### src/rtl/swhs_pkg.sv
// Shared types and constants for the single-wire humidity sensor reader.
package swhs_pkg;

    localparam int unsigned CFG_DATA_W  = 16;
    localparam int unsigned CFG_INDEX_W = 3;

    // Configuration register indexes
    localparam logic [CFG_INDEX_W-1:0] REG_SENSOR_TYPE   = 3'd0;
    localparam logic [CFG_INDEX_W-1:0] REG_START_LOW     = 3'd1;
    localparam logic [CFG_INDEX_W-1:0] REG_RELEASE_WAIT  = 3'd2;
    localparam logic [CFG_INDEX_W-1:0] REG_RESP_TIMEOUT  = 3'd3;
    localparam logic [CFG_INDEX_W-1:0] REG_BIT_LOW_TO    = 3'd4;
    localparam logic [CFG_INDEX_W-1:0] REG_BIT_HIGH_TO   = 3'd5;
    localparam logic [CFG_INDEX_W-1:0] REG_ONE_THRESHOLD = 3'd6;

    // Reset values of the configuration registers
    localparam logic        RST_SENSOR_TYPE   = 1'b1;
    localparam logic [15:0] RST_START_LOW     = 16'd20000;
    localparam logic [7:0]  RST_RELEASE_WAIT  = 8'd30;
    localparam logic [7:0]  RST_RESP_TIMEOUT  = 8'd100;
    localparam logic [7:0]  RST_BIT_LOW_TO    = 8'd80;
    localparam logic [7:0]  RST_BIT_HIGH_TO   = 8'd100;
    localparam logic [7:0]  RST_ONE_THRESHOLD = 8'd40;

    localparam logic       SENSOR_DHT11 = 1'b0;
    localparam logic       CMD_TICK     = 1'b0;
    localparam logic [5:0] NUM_BITS     = 6'd40;
    localparam logic [15:0] DHT11_SCALE = 16'd10;
    localparam logic [7:0] MAG_MASK     = 8'h7F;
    localparam logic [7:0] SIGN_MASK    = 8'h80;

    localparam logic [1:0] ST_OK       = 2'd0;
    localparam logic [1:0] ST_TIMEOUT  = 2'd1;
    localparam logic [1:0] ST_CHECKSUM = 2'd2;

    typedef enum logic [2:0] {
        PH_IDLE      = 3'd0,
        PH_START     = 3'd1,
        PH_RELEASE   = 3'd2,
        PH_RESP_LOW  = 3'd3,
        PH_RESP_HIGH = 3'd4,
        PH_RESP_END  = 3'd5,
        PH_BIT_LOW   = 3'd6,
        PH_BIT_HIGH  = 3'd7
    } phase_t;

    typedef struct packed {
        logic        sensor_type;
        logic [15:0] start_low_us;
        logic [7:0]  release_wait_us;
        logic [7:0]  response_timeout_us;
        logic [7:0]  bit_low_timeout_us;
        logic [7:0]  bit_high_timeout_us;
        logic [7:0]  one_threshold_us;
    } cfg_t;

    typedef struct packed {
        logic [1:0]  status;
        logic [15:0] humidity_tenths;
        logic [15:0] temperature_tenths;
    } frame_res_t;

    typedef struct packed {
        logic        drive_low;
        logic        busy_res;
        logic        done_res;
        logic [1:0]  status;
        logic [15:0] humidity_tenths;
        logic [15:0] temperature_tenths;
    } out_item_t;

endpackage

### src/rtl/swhs_decode.sv
// Frame checker and decoder: byte-sum checksum and humidity/temperature in tenths.
module swhs_decode
    import swhs_pkg::*;
(
    input  logic [39:0] frame,
    input  logic        sensor_type,
    output frame_res_t  res
);

    logic [7:0]  b0, b1, b2, b3, b4;
    logic [7:0]  sum;
    logic [15:0] mag;

    assign b0  = frame[39:32];
    assign b1  = frame[31:24];
    assign b2  = frame[23:16];
    assign b3  = frame[15:8];
    assign b4  = frame[7:0];
    assign sum = b0 + b1 + b2 + b3;
    assign mag = {b2 & MAG_MASK, b3};

    always_comb
    begin
        res = '0;
        if (sum != b4)
        begin
            res.status = ST_CHECKSUM;
        end
        else if (sensor_type == SENSOR_DHT11)
        begin
            res.humidity_tenths    = {8'd0, b0} * DHT11_SCALE + {8'd0, b1};
            res.temperature_tenths = {8'd0, b2} * DHT11_SCALE + {8'd0, b3};
        end
        else
        begin
            res.humidity_tenths    = {b0, b1};
            // sign-magnitude to two's complement
            res.temperature_tenths = ((b2 & SIGN_MASK) != 8'd0) ? (16'd0 - mag) : mag;
        end
    end

endmodule

### src/rtl/swhs_seq.sv
// Protocol sequencer: phase, elapsed timer, bit counter and frame shifter.
module swhs_seq
    import swhs_pkg::*;
#(
    parameter int unsigned TIMER_WIDTH = 16
)
(
    input  logic      clk,
    input  logic      rst_n,
    input  logic      step,
    input  logic      cmd,
    input  logic      line_level,
    input  cfg_t      cfg,
    output out_item_t item
);

    localparam logic [TIMER_WIDTH-1:0] TIMER_MAX = '1;

    phase_t                 phase_reg, phase_next;
    logic [TIMER_WIDTH-1:0] timer_reg, timer_next;
    logic [5:0]             bit_reg, bit_next;
    logic [39:0]            frame_reg, frame_next;

    logic [TIMER_WIDTH-1:0] timer_inc;
    logic [TIMER_WIDTH-1:0] start_ext, release_ext, limit_ext, thresh_ext;
    logic [7:0]             limit;
    logic                   want_level;
    logic                   bit_one;
    logic [39:0]            frame_shifted;
    logic [5:0]             bit_inc;
    frame_res_t             dec;

    assign timer_inc     = (timer_reg == TIMER_MAX) ? timer_reg : timer_reg + 1'b1;
    assign start_ext     = TIMER_WIDTH'(cfg.start_low_us);
    assign release_ext   = TIMER_WIDTH'(cfg.release_wait_us);
    assign limit_ext     = TIMER_WIDTH'(limit);
    assign thresh_ext    = TIMER_WIDTH'(cfg.one_threshold_us);
    assign bit_one       = timer_reg > thresh_ext;
    assign frame_shifted = {frame_reg[38:0], bit_one};
    assign bit_inc       = bit_reg + 1'b1;
    assign want_level    = (phase_reg == PH_RESP_HIGH) || (phase_reg == PH_BIT_LOW);

    always_comb
    begin
        case (phase_reg)
            PH_BIT_LOW:  limit = cfg.bit_low_timeout_us;
            PH_BIT_HIGH: limit = cfg.bit_high_timeout_us;
            default:     limit = cfg.response_timeout_us;
        endcase
    end

    swhs_decode u_decode (
        .frame       (frame_shifted),
        .sensor_type (cfg.sensor_type),
        .res         (dec)
    );

    always_comb
    begin
        phase_next = phase_reg;
        timer_next = timer_reg;
        bit_next   = bit_reg;
        frame_next = frame_reg;
        item       = '0;
        case (phase_reg)
            PH_IDLE:
            begin
                if (cmd != CMD_TICK)
                begin
                    phase_next = PH_START;
                    timer_next = '0;
                    bit_next   = '0;
                    frame_next = '0;
                end
            end
            PH_START, PH_RELEASE:
            begin
                timer_next = timer_inc;
                if (timer_inc >= ((phase_reg == PH_START) ? start_ext : release_ext))
                begin
                    phase_next = (phase_reg == PH_START) ? PH_RELEASE : PH_RESP_LOW;
                    timer_next = '0;
                end
            end
            PH_RESP_LOW, PH_RESP_HIGH, PH_RESP_END, PH_BIT_LOW, PH_BIT_HIGH:
            begin
                if (line_level == want_level)
                begin
                    timer_next = '0;
                    case (phase_reg)
                        PH_RESP_LOW:  phase_next = PH_RESP_HIGH;
                        PH_RESP_HIGH: phase_next = PH_RESP_END;
                        PH_RESP_END:  phase_next = PH_BIT_LOW;
                        PH_BIT_LOW:   phase_next = PH_BIT_HIGH;
                        default:
                        begin
                            frame_next = frame_shifted;
                            bit_next   = bit_inc;
                            if (bit_inc >= NUM_BITS)
                            begin
                                phase_next              = PH_IDLE;
                                item.done_res           = 1'b1;
                                item.status             = dec.status;
                                item.humidity_tenths    = dec.humidity_tenths;
                                item.temperature_tenths = dec.temperature_tenths;
                            end
                            else
                            begin
                                phase_next = PH_BIT_LOW;
                            end
                        end
                    endcase
                end
                else
                begin
                    timer_next = timer_inc;
                    if (timer_inc > limit_ext)
                    begin
                        phase_next    = PH_IDLE;
                        item.done_res = 1'b1;
                        item.status   = ST_TIMEOUT;
                    end
                end
            end
            default:
            begin
                phase_next = PH_IDLE;
            end
        endcase
        item.drive_low = (phase_next == PH_START);
        item.busy_res  = (phase_next != PH_IDLE);
    end

    always_ff @(posedge clk or negedge rst_n)
    begin
        if (!rst_n)
        begin
            phase_reg <= PH_IDLE;
            timer_reg <= '0;
            bit_reg   <= '0;
            frame_reg <= '0;
        end
        else if (step)
        begin
            phase_reg <= phase_next;
            timer_reg <= timer_next;
            bit_reg   <= bit_next;
            frame_reg <= frame_next;
        end
    end

endmodule

### src/rtl/single_wire_humidity_sensor_reader.sv
// Single-wire humidity sensor reader top level: config registers, sequencer, result register.
//
// Reader for DHT11 / DHT22 / AM2301 style single-wire sensors. Every input word
// is either a one-microsecond tick carrying the sampled line level (s_tuser = 0)
// or a start command (s_tuser = 1); every accepted word yields exactly one result
// word. On start the block asks for the line to be pulled low for start_low_us
// ticks, releases it for release_wait_us ticks, follows the sensor response
// (low, high, low) and then 40 data bits, each a low part and a high pulse; a
// high pulse longer than one_threshold_us is a one. Each wait fails with timeout
// status once its elapsed count exceeds its limit. At the end of the frame the
// byte-sum checksum is checked and humidity and temperature are reported in
// tenths (DHT11 integer+tenth bytes or DHT22 16-bit sign-magnitude). A start
// while a reading is running counts as an ordinary tick. Throughput is one word
// per clock unless the receiver holds m_tready low: the sequencer state and the
// decode are updated in the cycle a word is accepted and the result lands in a
// single output register, which is refilled in the same cycle it is taken. The
// result is valid in the cycle after acceptance. Configuration writes are taken
// at any time but belong in idle periods.
module single_wire_humidity_sensor_reader
    import swhs_pkg::*;
#(
    parameter int unsigned TIMER_WIDTH = 16
)
(
    input  logic                   clk,
    input  logic                   rst_n,
    // input stream
    input  logic                   s_tvalid,
    output logic                   s_tready,
    input  logic [7:0]             s_tdata,   // [0] line_level, [7:1] zero
    input  logic                   s_tuser,   // [0] cmd
    // result stream
    output logic                   m_tvalid,
    input  logic                   m_tready,
    // [0] drive_low, [1] busy_res, [2] done_res, [4:3] status,
    // [20:5] humidity_tenths, [36:21] temperature_tenths, [39:37] zero
    output logic [39:0]            m_tdata,
    // configuration write port
    input  logic                   cfg_we,
    input  logic [CFG_INDEX_W-1:0] cfg_index,
    input  logic [CFG_DATA_W-1:0]  cfg_data
);

    cfg_t      cfg_reg;
    out_item_t item_next;
    out_item_t item_reg;
    logic      valid_reg;
    logic      accept;

    // Hold config; writes past the last register are dropped.
    always_ff @(posedge clk or negedge rst_n)
    begin
        if (!rst_n)
        begin
            cfg_reg.sensor_type         <= RST_SENSOR_TYPE;
            cfg_reg.start_low_us        <= RST_START_LOW;
            cfg_reg.release_wait_us     <= RST_RELEASE_WAIT;
            cfg_reg.response_timeout_us <= RST_RESP_TIMEOUT;
            cfg_reg.bit_low_timeout_us  <= RST_BIT_LOW_TO;
            cfg_reg.bit_high_timeout_us <= RST_BIT_HIGH_TO;
            cfg_reg.one_threshold_us    <= RST_ONE_THRESHOLD;
        end
        else if (cfg_we)
        begin
            case (cfg_index)
                REG_SENSOR_TYPE:   cfg_reg.sensor_type         <= cfg_data[0];
                REG_START_LOW:     cfg_reg.start_low_us        <= cfg_data;
                REG_RELEASE_WAIT:  cfg_reg.release_wait_us     <= cfg_data[7:0];
                REG_RESP_TIMEOUT:  cfg_reg.response_timeout_us <= cfg_data[7:0];
                REG_BIT_LOW_TO:    cfg_reg.bit_low_timeout_us  <= cfg_data[7:0];
                REG_BIT_HIGH_TO:   cfg_reg.bit_high_timeout_us <= cfg_data[7:0];
                REG_ONE_THRESHOLD: cfg_reg.one_threshold_us    <= cfg_data[7:0];
                default:           ;
            endcase
        end
    end

    // Accept a new word whenever the result register is empty or being drained.
    assign s_tready = !valid_reg || m_tready;
    assign accept   = s_tvalid && s_tready;

    swhs_seq #(
        .TIMER_WIDTH (TIMER_WIDTH)
    ) u_seq (
        .clk        (clk),
        .rst_n      (rst_n),
        .step       (accept),
        .cmd        (s_tuser),
        .line_level (s_tdata[0]),
        .cfg        (cfg_reg),
        .item       (item_next)
    );

    always_ff @(posedge clk or negedge rst_n)
    begin
        if (!rst_n)
        begin
            valid_reg <= 1'b0;
        end
        else if (s_tready)
        begin
            valid_reg <= s_tvalid;
        end
    end

    // Payload register: load on accept, hold while stalled.
    always_ff @(posedge clk)
    begin
        if (accept)
        begin
            item_reg <= item_next;
        end
    end

    assign m_tvalid = valid_reg;
    assign m_tdata  = {3'd0, item_reg.temperature_tenths, item_reg.humidity_tenths,
                       item_reg.status, item_reg.done_res, item_reg.busy_res,
                       item_reg.drive_low};

    // The line is only driven during a reading.
    a_drive_needs_busy: assert property (@(posedge clk) disable iff (!rst_n)
        valid_reg |-> !(item_reg.drive_low && !item_reg.busy_res))
        else $error("drive_low without busy");

    // A finished reading leaves the block idle.
    a_done_not_busy: assert property (@(posedge clk) disable iff (!rst_n)
        (valid_reg && item_reg.done_res) |-> !item_reg.busy_res)
        else $error("done with busy still set");

    // Status only reports alongside done, and only known codes.
    a_status_with_done: assert property (@(posedge clk) disable iff (!rst_n)
        valid_reg |-> ((item_reg.status == ST_OK) ||
                       (item_reg.done_res &&
                        ((item_reg.status == ST_TIMEOUT) || (item_reg.status == ST_CHECKSUM)))))
        else $error("bad status or status without done");

    // Measurements are zero unless a reading finished cleanly.
    a_values_only_ok: assert property (@(posedge clk) disable iff (!rst_n)
        (valid_reg && !(item_reg.done_res && (item_reg.status == ST_OK))) |->
        ((item_reg.humidity_tenths == 16'd0) && (item_reg.temperature_tenths == 16'd0)))
        else $error("measurement without successful reading");

endmodule

### config.mk
export PLATFORM = sky130hd
export DESIGN_NAME = single_wire_humidity_sensor_reader
export DESIGN_NICKNAME = d
export VERILOG_FILES = /design/src/rtl/swhs_pkg.sv /design/src/rtl/swhs_decode.sv /design/src/rtl/swhs_seq.sv /design/src/rtl/single_wire_humidity_sensor_reader.sv
export SDC_FILE = /design/constraint.sdc
export NUM_CORES = 1
export LEC_CHECK = 0
export ABC_CLOCK_PERIOD_IN_PS = 11500
export BUFFER_PORTS_ARGS = -buffer_cell sky130_fd_sc_hd__buf_2
export CORE_ASPECT_RATIO = 1.25
export CORE_MARGIN = 2
export CORE_UTILIZATION = 50
export CTS_CLUSTER_SIZE = 14
export DETAILED_ROUTE_END_ITERATION = 8
export MAX_ROUTING_LAYER = met4
export PLACE_DENSITY = 0.68
export SLEW_MARGIN = 5
export SYNTH_ARGS = -nofsm -noshare
export SYNTH_HDL_FRONTEND = slang
export SYNTH_HIERARCHICAL = 1
export SYNTH_SLANG_ARGS = --single-unit
### constraint.sdc
create_clock -name clk -period 11.5 [get_ports clk]
set_input_delay 1.725 -clock clk [delete_from_list [all_inputs] [get_ports clk]]
set_output_delay 1.725 -clock clk [all_outputs]
set_load 0.05 [all_outputs]
### After elaboration in Yosys (flattened, before gate mapping)

Cells that the tools add are included.

* flip-flop bits (word level): 159

* add/subtract/negate cells: 8
* multiply operators: 2
* magnitude comparators: 4
* equality and inequality tests: 20
* multiplexer cells: 31
* bitwise logic cells: 3
* reduce and logical (&&, ||, !) cells: 21

Operators by type and width (count)
* two-way mux 39 bit: 3
* two-way mux 16 bit: 6
* case mux 39 bit (2 select lines): 1
* two-way mux 35 bit: 2
* two-way mux 32 bit: 2
* case mux 16 bit (3 select lines): 1
* greater-than comparator 16 x 8 -> 1 bit: 2
* adder 12 x 8 -> 13 bit: 2
* adder 8 bit: 3
* multiplier 8 x 3 -> 11 bit, second input constant: 2
* == test 3 bit, second input constant: 7
* two-way mux 3 bit: 7
* two-way mux 6 bit: 3
* adder 16 x 1 -> 16 bit, second input constant: 1
* == test 16 bit, second input constant: 1
* greater-or-equal comparator 16 bit: 1
* case mux 8 bit (2 select lines): 1
* AND reduction 2 bit: 8
* subtractor 1 x 15 -> 16 bit, first input constant: 1
* == test 3 x 2 -> 1 bit, second input constant: 4
* case mux 3 bit (4 select lines): 1
* case mux 6 bit (2 select lines): 1
* == test 3 x 1 -> 1 bit, second input constant: 3
* case mux 3 bit (3 select lines): 1
* other kinds (20): 25

### Logic depth before layout (Yosys ltp)

Gate-level depths: netlist of the first run.

* depth after elaboration: 8
* mapped depth: 18
* mapped depth without buffers: 16

### Hierarchy

Netlist of the first run, hierarchy kept.

Modules (own cells, without submodules)
* swhs_seq: times used 1, cells an instance 518, area an instance 4614.4 um2, sequential area each 1601.5 um2
* single_wire_humidity_sensor_reader: times used 1, cells an instance 171, area an instance 3413.3 um2, sequential area each 2587.5 um2
* swhs_decode: times used 1, cells an instance 348, area an instance 2768.9 um2, sequential area each 0.0 um2

### Worst setup path before layout of the first run

No wires, ideal clock.

* path kind: input -> register
* from: in m_tready
* to: reg u_seq.frame_reg[10]
* setup time: 121 ps
* arrival: 4391 ps
* data required time: 11379 ps
* slack: 6988 ps
* stages on the path: 8
* buffers on the path: 3
* path through: nand2b_1 and2_1 buf_2 o31ai_2 o21bai_1 buf_2 buf_2 a22o_1

* cells in the longest elaborated chain, start to end: 3

RTL lines
* from (decl): RTL line single_wire_humidity_sensor_reader.sv:34 `input logic m_tready,`
* logical OR 1 bit: RTL line single_wire_humidity_sensor_reader.sv:79 `assign s_tready = !valid_reg || m_tready;`
* logical AND 1 bit: RTL line single_wire_humidity_sensor_reader.sv:80 `assign accept = s_tvalid && s_tready;`
* net accept: RTL line single_wire_humidity_sensor_reader.sv:48 `logic accept;`
* AND reduction 5 bit (no source line)
* to (signal assigned): RTL line swhs_seq.sv:148 `frame_reg <= frame_next;`
* to (decl): RTL line swhs_seq.sv:22 `logic [39:0] frame_reg, frame_next;`

The timed path passes the listed nets, and every way through them passes these cells.
A chain may end at the register's enable or synchronous reset.

### Worst setup path after layout of the first run

* from: reg u_seq.phase_reg[0]
* to: reg u_seq.timer_reg[11]

* cells in the longest elaborated chain, start to end: 5
* elaborated cells between the ends (all ways): 19
* those cells by class: 1 x order compare; 9 x eq/ne; 4 x mux; 5 x reduce/logical

RTL lines
* from (decl): RTL line swhs_seq.sv:19 `phase_t phase_reg, phase_next;`
* from (signal assigned): RTL line swhs_seq.sv:145 `phase_reg <= phase_next;`
* == test 3 x 1 -> 1 bit / == test 3 bit (equally long branches): RTL line swhs_seq.sv:65, swhs_seq.sv:79, swhs_seq.sv:41
* two-way mux 16 bit / logical OR 1 bit (equally long branches): RTL line swhs_seq.sv:79, swhs_seq.sv:41
* greater-or-equal comparator 16 bit / == test 1 bit (equally long branches): RTL line swhs_seq.sv:79, swhs_seq.sv:87
* two-way mux 16 bit (on tied branches): RTL line swhs_seq.sv:79, swhs_seq.sv:87
* case mux 16 bit (3 select lines): RTL line swhs_seq.sv:65 `case (phase_reg)`
* to (signal assigned): RTL line swhs_seq.sv:146 `timer_reg <= timer_next;`
* to (decl): RTL line swhs_seq.sv:20 `logic [TIMER_WIDTH-1:0] timer_reg, timer_next;`

Several ways; a longest one is shown, not always the timed one.

==> results of run 1 <==
[cell type report]
type                            count  area, um2
Multi-Input combinational cell    767       6120
Timing Repair Buffer               75        405
Inverter                           53        204
Tap cell                          279        349
Fill cell                        1898       9580
Clock buffer                       20        437
Clock inverter                     12        114
Sequential cell                   159       4190
[worst reg2reg max path, stage by stage (launching register included)]
cell,delay [ns]
dfrtp_1,0.32
buf_4,0.32
clkinv_1,0.32
nor2_1,0.35
buf_4,0.32
mux2_2,0.37
ha_1,0.26
nand2b_1,0.15
a211oi_1,0.21
o21ai_0,0.11
a21oi_1,0.34
o21ai_1,0.20
a32oi_2,0.79
nand2_1,0.47
o41ai_1,0.42
[layer usage]
layer	vias up	wire length, um	global-route usage
li1	3915	-	-
met1	4002	9970	0.253
met2	157	13100	0.405
met3	36	662	0.0328
met4	0	648	0.0838
met5	-	0	-
[cell families after synthesis]
family,synth area share
buf+inv,0.0475
mux,0.0834
flops,0.388
fa+ha+maj,0.126
simple gates,0.138
other cells,0.000696
xor+xnor,0.0454
compound gates,0.171
[report_power, final]
group / internal [mW] / switching [mW] / leakage [nW]
registers: 0.663 / 0.0650 / 1.92
clock network: 0.300 / 0.231 / 0.267
logic: 0.226 / 0.380 / 3.32
[worst max-delay path by stage]
stage / startpoint / end / slack (ns)
after global placement: u_seq/phase_reg[0] / u_seq/timer_reg[11] / 6.52
after CTS: u_seq/phase_reg[0] / u_seq/timer_reg[11] / 6.42
final: u_seq/phase_reg[0] / u_seq/timer_reg[11] / 6.42
after global routing: u_seq/phase_reg[0] / u_seq/timer_reg[11] / 6.07
after floorplan: m_tready / u_seq/frame_reg[10] / 6.99
after detailed placement: u_seq/phase_reg[0] / u_seq/timer_reg[11] / 6.42
[Yosys cell counts, types with 10 or more instances]
master / instances
mux2_2: 48
o21a_1: 10
nor3_1: 12
and3_1: 39
o21ai_0: 41
xnor2_1: 37
a211oi_1: 10
xor2_1: 19
nand4_1: 16
dfrtp_1: 102
mux2i_1: 21
nand2_1: 66
ha_1: 80
nor4_1: 11
inv_1: 51
nand3_1: 16
a21o_1: 11
a21oi_1: 49
buf_2: 13
nor2_1: 56
dfstp_2: 20
fa_1: 18
a22o_1: 40
edfxtp_1: 37
or3_1: 10
mux2_4: 10
clkbuf_1: 31
==> impl_metrics.py, run 1 <==
metrics = {
    "global_route": {
        "grt_pass1_vias": 8003,
        "antenna_found_initial": 0,
        "grtUsageTotal": 0.226,
        "grt_max_degree": 87,
        "grt_pass1_wl_mm": 39.8,
        "grt-ovfl-total": 0,
    },
    "critical_path": {
        "r2r_slack_ns": 6.42,
        "crit_cells": 14,
        "cp_num_buf_inv": 3,
        "worst_r2r_endpoint": "u_seq/timer_reg[11]",
        "worstPathCellList": "buf_4 -> clkinv_1 -> nor2_1 -> buf_4 -> mux2_2 -> ha_1 -> nand2b_1 -> a211oi_1 -> o21ai_0 -> a21oi_1 -> o21ai_1 -> a32oi_2 -> nand2_1 -> o41ai_1",
        "cp-start-kind": "flop",
        "crit_top_cell": "buf_4",
        "worst-endpoint-required_ns": 11.79,
        "critPathSlowestCell": "a32oi_2",
        "cpLargestDelayFamily": "compound AO/OA/AOI/OAI gates",
        "cpPeakStageDelay_ns": 0.79,
        "reg2reg_depth": 14,
        "crit_path_end_kind": "flop",
        "reg2reg_from": "u_seq/phase_reg[0]",
        "path_class": "flop to flop",
        "crit_arrival_ns": 5.37,
        "worst-path-max-fanout": 26,
    },
    "pwr": {
        "power_mw": 1.86,
        "leakagePower_nw": 5.50,
        "ir_worst_vdd_mv": 0.110,
        "p_per_area_mw_per_mm2": 158,
    },
    "cts": {
        "htree_levels": 4,
        "cts_setup_buffers": 0,
        "post_cts_resized": 0,
        "path_clk_slew_ns": 0.06,
        "root_buffer": "clkbuf_16",
        "clk_latency_ns": 0.42,
        "cts_tree": "done",
        "cts.sinks": 159,
        "cts_buffer_depth": 2,
        "numCtsBuffers": 17,
        "cts.hold.buffers_added": 0,
    },
    "sta": {
        "hold_slack_ns": 0.505,
        "layout_setup_ws_ns": 6.42,
        "finalCritPeriodShare": 0.442,
        "timing_hold_violations_final": 0,
        "slew_headroom": 0.261,
        "setup_viol": 0,
        "rsz0062_at_grt": "false",
        "finalClockSkew_ns": 0.00777,
        "max_clock_freq_ghz": 0.197,
        "period_needed_ns": 5.08,
        "setup_tns_ns": 0,
        "worst_pin_slew_ns": 1.11,
        "drv_slew": 0,
    },
    "placed_design": {
        "dp_hpwl_mm": 17.4,
        "post-place-cells": 1333,
        "place.gp.congestion": 0.884,
        "place_ws_ns": 6.42,
        "placed_area_mm2": 0.0113,
        "portBuffers": 64,
    },
    "layout": {
        "design_area_mm2": 0.0118,
        "mostFrequentLayoutCells": "dfrtp_1, ha_1, nand2_1",
        "largest_register_ffs": 57,
        "area_delta_synth_final_pct": 9.47,
        "antenna_cells": 0,
        "nets": 1204,
        "final_util": 0.552,
        "final_common_cell": "dfrtp_1",
        "fin_cells": 1365,
        "drive_gt1_frac": 0.197,
    },
    "flow_run": {
        "cap_violations": 0,
    },
    "worst_hold_path": {
        "hold_class": "flop to flop",
        "holdPathEnd": "cfg_reg[40]",
        "whs_path_depth": 1,
        "hp-start": "cfg_reg[40]",
    },
    "route": {
        "detail-route-antenna-nets": 0,
        "dr.pass1.iters": 5,
        "drc": 0,
        "drtIter0Drc": 515,
        "via_count": 8110,
        "wl_mm": 24.4,
        "vias_per_cell": 5.94,
        "routedWlPerCell_um": 17.9,
    },
    "logic_synthesis": {
        "syn_area_per_cell_um2": 10.4,
        "synth_ff_type": "dfrtp_1",
        "synth-seq-cells": 159,
        "yosys.area.top_type": "dfrtp_1",
        "yosysWarnings": 6,
        "synthCells": 1037,
        "synthArstFlopShare": 0.767,
        "netlist_area_mm2": 0.0108,
        "ys_seq_area_frac": 0.388,
        "yosys.cell_types.count": 84,
        "synth_edf_count": 37,
        "synth_top_cell_area_share": 0.236,
        "yosys-top-cells-area": "dfrtp_1, edfxtp_1, ha_1",
    },
    "floorplan": {
        "die_y_um": 168,
        "die_w_um": 135,
        "dieArea_mm2": 0.0228,
        "start_util": 0.505,
        "io-pin-count": 75,
        "fp-row-count": 60,
        "core_region_area_mm2": 0.0214,
    },
    "outcome": {
        "run_status": "complete, no violations",
    },
}
(Power assumes the default switching activity.)
==> run 2, diff against run 1 <==
--- a/config.mk
+++ b/config.mk
@@ -5,7 +5,7 @@
 export SDC_FILE = /design/constraint.sdc
 export NUM_CORES = 1
 export LEC_CHECK = 0
-export ABC_CLOCK_PERIOD_IN_PS = 11500
+export ABC_CLOCK_PERIOD_IN_PS = 4640
 export BUFFER_PORTS_ARGS = -buffer_cell sky130_fd_sc_hd__buf_2
 export CORE_ASPECT_RATIO = 1.25
 export CORE_MARGIN = 2
@@ -13,7 +13,7 @@
 export CTS_CLUSTER_SIZE = 14
 export DETAILED_ROUTE_END_ITERATION = 8
 export MAX_ROUTING_LAYER = met4
-export PLACE_DENSITY = 0.68
+export PLACE_DENSITY = 0.71
 export SLEW_MARGIN = 5
 export SYNTH_ARGS = -nofsm -noshare
 export SYNTH_HDL_FRONTEND = slang
==> constraint.sdc (replaced) <==
create_clock -name clk -period 4.64 [get_ports clk]
set_input_delay 0.696 -clock clk [delete_from_list [all_inputs] [get_ports clk]]
set_output_delay 0.696 -clock clk [all_outputs]
set_load 0.05 [all_outputs]
==> impl_metrics.py, run 2 (synthesis results as in run 1) <==
metrics = {
    "floorplan": {
        "die_y_um": 168,
        "dieArea_mm2": 0.0228,
        "core_region_area_mm2": 0.0214,
        "fp-row-count": 60,
        "io-pin-count": 75,
        "die_w_um": 135,
        "start_util": 0.505,
    },
    "layout": {
        "nets": 1219,
        "seq_area_mm2": 0.00419,
        "largest_register_ffs": 57,
        "multi_input_area_mm2": 0.00612,
        "num-fill-cells": 1876,
        "antenna_cells": 0,
        "final_common_cell": "dfrtp_1",
        "final_util": 0.558,
        "design_area_mm2": 0.0119,
        "area_delta_synth_final_pct": 10.6,
        "drive_gt1_frac": 0.207,
        "fin_cells": 1380,
        "mostFrequentLayoutCells": "dfrtp_1, ha_1, nand2_1",
    },
    "sta": {
        "worst_pin_slew_ns": 1.15,
        "layout_setup_ws_ns": 0.407,
        "slew_headroom": 0.232,
        "rsz0062_at_grt": "false",
        "finalCritPeriodShare": 0.912,
        "finalClockSkew_ns": 0.00741,
        "period_needed_ns": 4.23,
        "hold_slack_ns": 0.399,
        "timing_hold_violations_final": 0,
        "setup_viol": 0,
        "drv_slew": 0,
        "max_clock_freq_ghz": 0.236,
        "setup_tns_ns": 0,
    },
    "route": {
        "detail-route-antenna-nets": 0,
        "dr.pass1.iters": 5,
        "drtIter0Drc": 576,
        "routedWlPerCell_um": 18.0,
        "vias_per_cell": 5.89,
        "wl_mm": 24.9,
        "via_count": 8124,
        "drc": 0,
    },
    "flow_run": {
        "cap_violations": 0,
    },
    "critical_path": {
        "worst-path-max-fanout": 8,
        "crit_arrival_ns": 4.41,
        "crit_path_end_kind": "flop",
        "path_class": "flop to flop",
        "cp-start-kind": "flop",
        "worst-endpoint-required_ns": 4.81,
    },
    "global_route": {
        "antenna_found_initial": 0,
        "grtUsageTotal": 0.232,
        "grt_max_degree": 80,
        "grt_pass1_vias": 7941,
        "grt_pass1_wl_mm": 40.5,
        "grt-ovfl-total": 0,
    },
    "cts": {
        "clk_latency_ns": 0.43,
        "post_cts_resized": 0,
        "htree_levels": 4,
        "cts_buffer_depth": 2,
        "cts_tree": "done",
        "cts.hold.buffers_added": 0,
        "root_buffer": "clkbuf_16",
        "path_clk_slew_ns": 0.06,
        "cts.sinks": 159,
        "cts_setup_buffers": 0,
        "numCtsBuffers": 17,
    },
    "pwr": {
        "power.share.clock": 0.285,
        "pwr-share-seq": 0.374,
        "p_sw_mw": 1.67,
        "p_per_area_mw_per_mm2": 393,
        "leakagePower_nw": 5.58,
        "internal-power_mw": 3.03,
        "ir_worst_vdd_mv": 0.250,
        "power_mw": 4.69,
        "pwr-share-comb": 0.341,
        "p_sw_frac": 0.355,
    },
    "placed_design": {
        "dp_hpwl_mm": 17.9,
        "portBuffers": 64,
        "post-place-cells": 1348,
        "place_ws_ns": 0.456,
        "place.gp.congestion": 0.901,
        "placed_area_mm2": 0.0114,
    },
    "outcome": {
        "run_status": "complete, no violations",
    },
    "worst_hold_path": {
        "hold_class": "primary input to asynchronous set/reset pin",
    },
}
-- run 2: changes by cell type in the layout (fill, tap and decap cells not counted), moves of 2 or more --
cell / delta
buf_4: +15
clkbuf_8: +3
clkinv_4: -4
inv_4: -2
inv_6: +2
-- run 2: final cells by class --
cell class	instances	area share
Clock buffer	24	0.0403
Multi-Input combinational cell	767	0.513
Clock inverter	8	0.00671
Sequential cell	159	0.351
Tap cell	279	0.0292
Inverter	53	0.0171
Timing Repair Buffer	90	0.0434
-- run 2: metal layers --
layer / vias up / track usage / wire (um)
met5: - / - / 0
li1: 3931 / - / -
met4: 0 / 0.0729 / 598
met3: 39 / 0.0367 / 591
met1: 4003 / 0.264 / 10300
met2: 151 / 0.415 / 13300
-- run 2: power groups by stage --
stage	combinational (mW)	clock (mW)	sequential [mW]
2_1_floorplan	1.17	0	1.82
3_3_place_gp	1.55	0	1.77
3_5_place_dp	1.59	0	1.78
4_1_cts	1.60	1.36	1.75
5_1_grt	1.75	1.42	1.78
6_report	1.60	1.34	1.75
-- run 2: path summary, 6_finish.rpt --
check                                      end  depth (start not counted)                from  slack, ns
max                                 m_tdata[1]                         14  u_seq/timer_reg[3]       0.41
min                                cfg_reg[52]                          1               rst_n       0.40
max reg2reg                         m_tdata[1]                         14  u_seq/timer_reg[3]       0.41
min reg2reg                        cfg_reg[11]                          1         cfg_reg[11]       0.51
max in group asynchronous  u_seq/frame_reg[24]                          2               rst_n       3.28
min in group clk                      m_tvalid                          2            s_tvalid       0.47
-- run 2: critical path, stage by stage (launching register included) --
cell     delay [ns]
dfrtp_1        0.51
nand4_4        0.20
nor3_1         0.45
nand2_1        0.22
nor2_1         0.23
xor2_1         0.30
ha_1           0.30
nand4_1        0.12
nor2_1         0.06
a211o_1        0.26
a21oi_1        0.37
o21ai_0        0.31
mux2i_1        0.26
nor2b_1        0.07
a311o_1        0.32
==> run 3, diff against run 2 <==
--- a/config.mk
+++ b/config.mk
@@ -9,11 +9,10 @@
 export BUFFER_PORTS_ARGS = -buffer_cell sky130_fd_sc_hd__buf_2
 export CORE_ASPECT_RATIO = 1.25
 export CORE_MARGIN = 2
-export CORE_UTILIZATION = 50
+export CORE_UTILIZATION = 35
 export CTS_CLUSTER_SIZE = 14
 export DETAILED_ROUTE_END_ITERATION = 8
 export MAX_ROUTING_LAYER = met4
-export PLACE_DENSITY = 0.71
 export SLEW_MARGIN = 5
 export SYNTH_ARGS = -nofsm -noshare
 export SYNTH_HDL_FRONTEND = slang
==> impl_metrics.py, run 3 (synthesis results as in run 1) <==
metrics = {
    "layout": {
        "fin_cells": 1496,
        "final_util": 0.402,
        "largest_register_ffs": 57,
        "seq_area_mm2": 0.00419,
        "design_area_mm2": 0.0121,
        "antenna_cells": 0,
        "area_delta_synth_final_pct": 12.5,
        "nets": 1213,
        "drive_gt1_frac": 0.205,
        "mostFrequentLayoutCells": "dfrtp_1, ha_1, nand2_1",
        "num-fill-cells": 2959,
        "final_common_cell": "dfrtp_1",
        "multi_input_area_mm2": 0.00612,
    },
    "sta": {
        "drv_slew": 0,
        "rsz0062_at_grt": "false",
        "timing_hold_violations_final": 0,
        "slew_headroom": 0.253,
        "finalClockSkew_ns": 0.00945,
        "setup_tns_ns": 0,
        "layout_setup_ws_ns": 0.342,
        "max_clock_freq_ghz": 0.233,
        "worst_pin_slew_ns": 1.12,
        "setup_viol": 0,
        "period_needed_ns": 4.30,
        "finalCritPeriodShare": 0.926,
    },
    "critical_path": {
        "path_class": "flop to flop",
        "worst-path-max-fanout": 8,
        "reg2reg_depth": 14,
        "crit_start": "u_seq/timer_reg[3]",
        "r2r_slack_ns": 0.34,
        "worst-endpoint-required_ns": 4.82,
        "worstPathCellList": "nand4_4 -> nor3_1 -> nand2_1 -> nor2_1 -> xor2_1 -> ha_1 -> nand4_1 -> nor2_1 -> a211o_1 -> a21oi_1 -> o21ai_0 -> mux2i_1 -> nor2b_1 -> a311o_1",
        "reg2reg_from": "u_seq/timer_reg[3]",
        "cpPeakStageDelay_ns": 0.49,
        "cpLargestDelayFamily": "simple AND/OR/NAND/NOR gates",
        "cp-start-kind": "flop",
        "crit_arrival_ns": 4.48,
        "crit_top_cell": "nor2_1",
        "worst_r2r_endpoint": "m_tdata[1]",
        "critPathSlowestCell": "dfrtp_1",
        "crit_path_end_kind": "flop",
        "cp_num_buf_inv": 0,
    },
    "cts": {
        "clk_latency_ns": 0.44,
        "cts.sinks": 159,
        "cts_setup_buffers": 0,
        "post_cts_resized": 0,
        "cts_tree": "done",
        "root_buffer": "clkbuf_16",
        "cts_buffer_depth": 2,
        "cts.hold.buffers_added": 0,
        "htree_levels": 4,
        "path_clk_slew_ns": 0.07,
        "numCtsBuffers": 17,
    },
    "route": {
        "vias_per_cell": 5.43,
        "drtIter0Drc": 638,
        "routedWlPerCell_um": 17.7,
        "dr.pass1.iters": 7,
        "via_count": 8120,
        "detail-route-antenna-nets": 0,
        "drc": 0,
        "wl_mm": 26.5,
    },
    "global_route": {
        "grt_pass1_wl_mm": 43.2,
        "grtUsageTotal": 0.172,
        "antenna_found_initial": 0,
        "grt_max_degree": 72,
        "grt-ovfl-total": 0,
        "grt_pass1_vias": 8059,
    },
    "floorplan": {
        "fp-row-count": 71,
        "die_y_um": 200,
        "io-pin-count": 75,
        "dieArea_mm2": 0.0323,
        "die_w_um": 161,
        "start_util": 0.357,
        "core_region_area_mm2": 0.0302,
    },
    "placed_design": {
        "post-place-cells": 1464,
        "place.gp.congestion": 0.856,
        "placed_area_mm2": 0.0115,
        "dp_hpwl_mm": 18.7,
        "place_ws_ns": 0.414,
        "portBuffers": 64,
    },
    "pwr": {
        "leakagePower_nw": 5.61,
        "ir_worst_vdd_mv": 0.285,
        "p_per_area_mw_per_mm2": 402,
    },
    "outcome": {
        "run_status": "complete, no violations",
    },
    "worst_hold_path": {
        "hold_class": "primary input to asynchronous set/reset pin",
    },
    "flow_run": {
        "cap_violations": 0,
    },
}
==> run 3: layer usage <==
layer	global-route usage	part of all wire	vias up
met5	-	0	-
met4	0.0708	0.030	0
met2	0.296	0.52	145
li1	-	-	3917
met3	0.0275	0.029	43
met1	0.199	0.42	4015
==> run 3: how the worst max path moves through the flow <==
| stage | to | slack [ns] | depth (start not counted) |
|---|---|---|---|
| final | m_tdata[1] | 0.34 | 14 |
| after global routing | m_tdata[1] | 0.02 | 14 |
| after CTS | m_tdata[1] | 0.40 | 14 |
| after detailed placement | m_tdata[1] | 0.41 | 14 |
| after global placement | m_tdata[1] | 0.48 | 14 |
| after floorplan | m_tdata[1] | 0.78 | 15 |
==> run 3: power breakdown <==
part           total, mW  switching [mW]  leakage, nW  internal, mW
registers           1.77           0.127         1.92          1.64
logic               1.62            1.00         3.37         0.615
clock network       1.49           0.578        0.315         0.916
==> run 3: worst register-to-register path: cells and delay by family, from the launching register on <==
family	cells	cell delay (ns)
compound gates	4	1.26
xor+xnor	1	0.33
fa+ha+maj	1	0.31
flops	1	0.49
mux	1	0.27
simple gates	7	1.38
==> run 3: final cells by class <==
type / count / area share
inverters: 53 / 0.0168
repair buffers: 84 / 0.0410
clock buffers: 24 / 0.0441
well taps: 401 / 0.0413
clock inverters: 8 / 0.00803
flip-flops and latches: 159 / 0.345
multi-input cells: 767 / 0.504
==> run 3: through the flow <==
step	hold WS, ns	total power [mW]
detailed placement	0.492	3.42
global route	0.458	5.17
CTS	0.445	4.94
finish	0.404	4.88
global placement	0.485	3.38
floorplan	0.400	2.99
